<file path="src/sv/regression_tree_best_split_defines.svh">
// assertion macros for the best split search block
`ifndef REGRESSION_TREE_BEST_SPLIT_DEFINES_SVH
`define REGRESSION_TREE_BEST_SPLIT_DEFINES_SVH
// implication checked on every clock edge outside reset
`define RTBS_ASSERT_IMP(label, ante, cons, msg) \
  label: assert property (@(posedge clk) disable iff (rst) (ante) |-> (cons)) else $error(msg);
// implication whose consequent is checked in the cycle after the antecedent
`define RTBS_ASSERT_NEXT(label, ante, cons, msg) \
  label: assert property (@(posedge clk) disable iff (rst) (ante) |=> (cons)) else $error(msg);
`endif

</file>
<file path="src/sv/rtbs_pkg.sv">
// shared types and constants for the best split search block
package rtbs_pkg;
  localparam int XW = 32;
  localparam int YW = 16;
  localparam int WW = 16;
  localparam int SW = 64;
  localparam int CW = 33;
  localparam int IW = 10;
  localparam logic [SW-1:0] SAT_MAX = {1'b0, {(SW-1){1'b1}}};

  typedef enum logic [1:0] {
    REG_LOW   = 2'd0,
    REG_HIGH  = 2'd1,
    REG_USE_W = 2'd2,
    REG_FLOOR = 2'd3
  } reg_index_t;

  typedef struct packed {
    logic clear_acc;
    logic rd_en;
    logic add_total;
    logic add_left;
    logic load_next;
    logic score_start;
    logic latch_result;
  } dp_cmd_t;

  typedef struct packed {
    logic tie;
    logic score_done;
  } dp_stat_t;
endpackage

</file>
<file path="src/sv/rtbs_ctrl.sv">
// controller: load, total pass and cut sweep sequencing
module rtbs_ctrl #(
  parameter int MAX_OBS = 1024
) (
  input  logic                          clk,
  input  logic                          rst,
  input  logic                          in_fire,
  input  logic                          in_last,
  input  logic [rtbs_pkg::IW-1:0]       low_index,
  input  logic [rtbs_pkg::IW-1:0]       high_index,
  input  rtbs_pkg::dp_stat_t            stat,
  output rtbs_pkg::dp_cmd_t             cmd,
  output logic                          wr_en,
  output logic [$clog2(MAX_OBS)-1:0]    wr_addr,
  output logic [$clog2(MAX_OBS)-1:0]    rd_addr,
  output logic                          busy,
  output logic                          out_valid,
  input  logic                          out_ready
);
  import rtbs_pkg::*;
  localparam int AW = $clog2(MAX_OBS);
  localparam int CNTW = AW + 1;

  typedef enum logic [3:0] {
    S_LOAD, S_TOT_RD, S_TOT_ADD, S_INIT, S_LEFT_RD, S_LEFT_ADD,
    S_NXT_RD, S_NXT_LD, S_TIE, S_SCORE, S_WAIT, S_DONE, S_OUT
  } state_t;
  state_t state;
  logic [CNTW-1:0] cnt, k, pos, i, hi;
  logic [CNTW-1:0] lim;

  assign wr_en = in_fire && (cnt < CNTW'(MAX_OBS));
  assign wr_addr = cnt[AW-1:0];
  assign busy = (state != S_LOAD);
  assign lim = (CNTW'(high_index) < cnt - CNTW'(2)) ? CNTW'(high_index) : cnt - CNTW'(2);

  always_comb begin
    cmd = '0;
    rd_addr = k[AW-1:0];
    unique case (state)
      S_TOT_RD:   cmd.rd_en = 1'b1;
      S_TOT_ADD:  cmd.add_total = 1'b1;
      S_INIT:     cmd.clear_acc = 1'b1;
      S_LEFT_ADD: cmd.add_left = 1'b1;
      S_NXT_LD:   cmd.load_next = 1'b1;
      S_SCORE:    cmd.score_start = 1'b1;
      S_DONE:     cmd.latch_result = 1'b1;
      default: ;
    endcase
  end

  always_ff @(posedge clk) begin
    if (rst) begin
      state <= S_LOAD;
      cnt <= '0;
      out_valid <= 1'b0;
      k <= '0; pos <= '0; i <= '0; hi <= '0;
    end else begin
      unique case (state)
        S_LOAD: begin
          if (in_fire) begin
            if (cnt < CNTW'(MAX_OBS)) cnt <= cnt + CNTW'(1);
            if (in_last) state <= S_INIT;
          end
        end
        S_INIT: begin
          k <= '0;
          state <= (cnt == '0) ? S_DONE : S_TOT_RD;
        end
        S_TOT_RD: state <= S_TOT_ADD;
        S_TOT_ADD: begin
          if (k + CNTW'(1) == cnt) begin
            i <= CNTW'(low_index);
            pos <= '0;
            k <= '0;
            hi <= lim;
            if (cnt < CNTW'(2) || CNTW'(low_index) > lim) state <= S_DONE;
            else state <= S_LEFT_RD;
          end else begin
            k <= k + CNTW'(1);
            state <= S_TOT_RD;
          end
        end
        S_LEFT_RD: begin
          k <= pos;
          state <= S_LEFT_ADD;
        end
        S_LEFT_ADD: begin
          if (pos == i) begin
            pos <= pos + CNTW'(1);
            k <= i + CNTW'(1);
            state <= S_NXT_RD;
          end else begin
            pos <= pos + CNTW'(1);
            k <= pos + CNTW'(1);
            state <= S_LEFT_RD;
          end
        end
        S_NXT_RD: state <= S_NXT_LD;
        S_NXT_LD: state <= S_TIE;
        S_TIE: begin
          if (stat.tie) begin
            i <= i + CNTW'(1);
            if (i + CNTW'(2) >= cnt) state <= S_DONE;
            else state <= S_LEFT_RD;
          end else begin
            state <= S_SCORE;
          end
        end
        S_SCORE: state <= S_WAIT;
        S_WAIT: begin
          if (stat.score_done) begin
            if (i + CNTW'(1) > hi) state <= S_DONE;
            else begin
              i <= i + CNTW'(1);
              state <= S_LEFT_RD;
            end
          end
        end
        S_DONE: begin
          out_valid <= 1'b1;
          state <= S_OUT;
        end
        S_OUT: begin
          if (out_ready) begin
            out_valid <= 1'b0;
            cnt <= '0;
            state <= S_LOAD;
          end
        end
        default: state <= S_LOAD;
      endcase
    end
  end
endmodule

</file>
<file path="config.mk">
export PLATFORM = sky130hd
export DESIGN_NAME = rtbs_ctrl
export DESIGN_NICKNAME = d
export VERILOG_FILES = /design/src/sv/regression_tree_best_split_defines.svh /design/src/sv/rtbs_pkg.sv /design/src/sv/rtbs_ctrl.sv
export SDC_FILE = /design/constraint.sdc
export NUM_CORES = 1
export LEC_CHECK = 0
export BUFFER_PORTS_ARGS = -buffer_cell sky130_fd_sc_hd__buf_2
export CAP_MARGIN = 5
export CORE_MARGIN = 2
export CORE_UTILIZATION = 60
export CTS_CLUSTER_DIAMETER = 30
export CTS_CLUSTER_SIZE = 30
export DETAILED_ROUTE_END_ITERATION = 6
export PLACE_DENSITY_LB_ADDON = 0.2
export SLEW_MARGIN = 5
export SYNTH_ARGS = -nofsm -noshare
export SYNTH_HDL_FRONTEND = slang
export SYNTH_SLANG_ARGS = --single-unit
</file>
<file path="constraint.sdc">
create_clock -name clk -period 8.35 [get_ports clk]
set_input_delay 1.2525 -clock clk [delete_from_list [all_inputs] [get_ports clk]]
set_output_delay 1.2525 -clock clk [all_outputs]
set_load 0.02 [all_outputs]
</file>
==> impl_metrics.env <==
export IMPL_min_period_over_period=0.6416
export IMPL_worst_path_max_fanout=11
export IMPL_utilization=0.6420
export IMPL_fmax_mhz=186.6
export IMPL_use_met2=0.5178
export IMPL_wl_um=16070
export IMPL_worst_hold_slack_ps=471.1
export IMPL_portBuffers=56
export IMPL_maxSlewViolCount=0
export IMPL_grt_busiest_layer="met2"
export IMPL_status="finished, violations left"
export IMPL_hold_class="reg2reg"
export IMPL_setup_violations=0
export IMPL_cts_buffer_depth=2
export IMPL_regArea_um2=1201
export IMPL_fp_coreArea_um2=9109
export IMPL_die_width_um=100.4
export IMPL_numCtsBuffers=9
export IMPL_grt_pass1_wl_um=25560
export IMPL_yosys_warnings=0
export IMPL_worst_pin_slew_ps=1201
export IMPL_crit_buf_inv=0
export IMPL_startpoint_type="flop"
export IMPL_ys_types=73
export IMPL_slowest_delay_ps=960
export IMPL_violations="design-rule violations"
export IMPL_hpwlAfterDp_um=12130
export IMPL_slew_headroom=0.1996
export IMPL_n_antenna_cell=0
export IMPL_critPathKind="reg2reg"
export IMPL_fin_cells=835
export IMPL_layout_drive_gt1_share=0.1243
export IMPL_grt_setup_unrepaired="false"
export IMPL_clk_pin_slew_ps=80
export IMPL_multiInputGateArea_um2=3870
export IMPL_cp_end_kind="flop"
export IMPL_peakVddDrop_mv=0.1210
export IMPL_cts_setup_buffers=0
export IMPL_ys_seq_area_frac=0.2154
export IMPL_ys_ff_latch=60
export IMPL_die_area_um2=10080
export IMPL_cp_cell_sequence="or4_1, o41ai_1, nor2b_1, ha_1, nand2_1, a211o_1, o211ai_1, o221ai_1, mux2_2, ha_1, nand4_1, nor3_1, a2bb2oi_1, a21oi_1, or4_1, a311oi_1"
export IMPL_clkLatencyLatePin_ps=350
export IMPL_drt_initial_drc_count=388
export IMPL_crit_arrival_ps=5610
export IMPL_setup_ws_ps=2992
export IMPL_nFillCells=826
export IMPL_cap_violations=0
export IMPL_yosysTopAreaCellShare=0.2154
export IMPL_period_minus_slack_ps=5358
export IMPL_crit_family="compound AO/OA/AOI/OAI gates"
export IMPL_setup_tns_final_ps=0
export IMPL_p_leak_nw=2.527
export IMPL_synth_nets=792
export IMPL_synthCells=716
export IMPL_finalClockSkew_ps=11.81
export IMPL_wl_per_cell_um=19.24
export IMPL_worst_endpoint_required_ps=8600
export IMPL_cts_tree="done"
export IMPL_synth_edff_count=0
export IMPL_htree_levels=3
export IMPL_use_met3=0.05223
export IMPL_start_util=0.6122
export IMPL_synthFlopType="dfxtp_1"
export IMPL_vias_per_cell=6.448
export IMPL_place_gp_congestion=1.024
export IMPL_finalHoldViolCount=0
export IMPL_antenna_found_initial=0
export IMPL_grt_use_met1=0.4360
export IMPL_cts_root_buf="clkbuf_8"
export IMPL_async_flop_share=0
export IMPL_power_density_nw_per_um2=240.8
export IMPL_ios=57
export IMPL_fp_dieH_um=100.4
export IMPL_cts_resized=0
export IMPL_syn_to_final_growth_pct=4.869
export IMPL_critPathSlowestCell="o221ai_1"
export IMPL_grt_max_degree=58
export IMPL_vias=5384
export IMPL_cts_sinks=60
export IMPL_synth_area_um2=5577
export IMPL_postCtsHoldBufs=0
export IMPL_ant_nets=0
export IMPL_grt_pass1_vias=4928
export IMPL_dp_slack_ps=3057
export IMPL_fp_row_count=35
export IMPL_placed_cells=819
export IMPL_synth_avg_cell_area_um2=7.789
export IMPL_netlist_top_cell_by_area="dfxtp_1"
export IMPL_track_usage=0.3246
export IMPL_fin_nets=795
export IMPL_synth_area_top_cells="dfxtp_1 22%, ha_1 11%, xnor2_1 5.7%"
export IMPL_drt_first_pass_iters=7
export IMPL_gr_total_overflow=0
export IMPL_drc=16
==> cells in the mapped netlist, types with 3 or more instances <==
library cell,count
nor4_1,5
dfxtp_1,60
o211ai_1,6
or3_1,10
or4_1,3
ha_1,49
a41oi_1,3
or2_2,4
buf_4,20
and2_1,5
o21ai_0,28
xor2_1,30
nand3_1,23
a21o_1,4
nand4_1,9
and3_1,14
a211oi_1,10
nor2b_1,19
buf_2,7
a21oi_1,46
nor2_1,55
mux2_2,4
o31ai_1,9
a311oi_1,11
clkbuf_1,36
inv_1,43
nand2b_1,14
a222oi_1,10
a211o_1,4
nand2_1,47
xnor2_1,36
o311ai_0,3
o41ai_1,3
mux2i_1,20
nor3_1,19
==> logic make-up after synthesis <==
kind of cell / share of synthesized area
mux: 0.04397
xor+xnor: 0.1147
buf+inv: 0.09064
compound gates: 0.2051
flops: 0.2154
simple gates: 0.2203
fa+ha+maj: 0.1099
==> power breakdown <==
part / total, mW / switching, mW / internal [mW]
Clock: 0.246 / 0.129 / 0.116
Combinational: 0.758 / 0.474 / 0.284
Sequential: 0.404 / 0.0822 / 0.322
Total: 1.41 / 0.686 / 0.722
==> worst min-delay path, cell delays in order, from the launching register on <==
cell	delay [ps]
dfxtp_1	300
inv_1	70
nor3_1	50
==> metal layers <==
layer | vias to the layer above | wire, µm
met5 | - | 0
met4 | 0 | 553
met3 | 39 | 1305
met2 | 229 | 7426
met1 | 2558 | 6780
li1 | 2558 | -
==> path summary, 6_finish.rpt <==
path	start	end	slack, ps	cells past startpoint
max	cnt[1]	state[2]	2990	16
min	hi[10]	hi[10]	470	2
max reg2reg	cnt[1]	state[2]	2990	16
min reg2reg	hi[10]	hi[10]	470	2
==> cell type report <==
| class | count | share of cell area |
|---|---|---|
| inverters | 44 | 0.02824 |
| clock inverters | 5 | 0.006205 |
| multi-input cells | 546 | 0.6617 |
| clock buffers | 11 | 0.02418 |
| flip-flops and latches | 60 | 0.2054 |
| repair buffers | 58 | 0.05049 |
| well taps | 111 | 0.02375 |
==> registers in the layout, indices dropped and copies added (netlist names) <==
register / count
pos: 11
cnt: 11
state: 4
k: 11
hi: 11
out_valid: 1
i: 11
==> cell usage in the layout (no fill, tap or decap), drive strengths merged, types with 30 or more instances in the layout <==
cell type	instances
a21oi	46
buf	58
dfxtp	60
ha	49
inv	44
nand2	48
nor2	55
o21ai	30
xnor2	37
xor2	30
==> through the flow <==
stage	power (mW)	instance area [µm²]
2_1_floorplan	0.9608	5577
3_3_place_gp	1.136	5670
3_5_place_dp	1.144	5670
4_1_cts	1.390	5848
5_1_grt	1.510	5848
6_report	1.408	5848
Note: power is estimated with default switching activity, not from simulation.
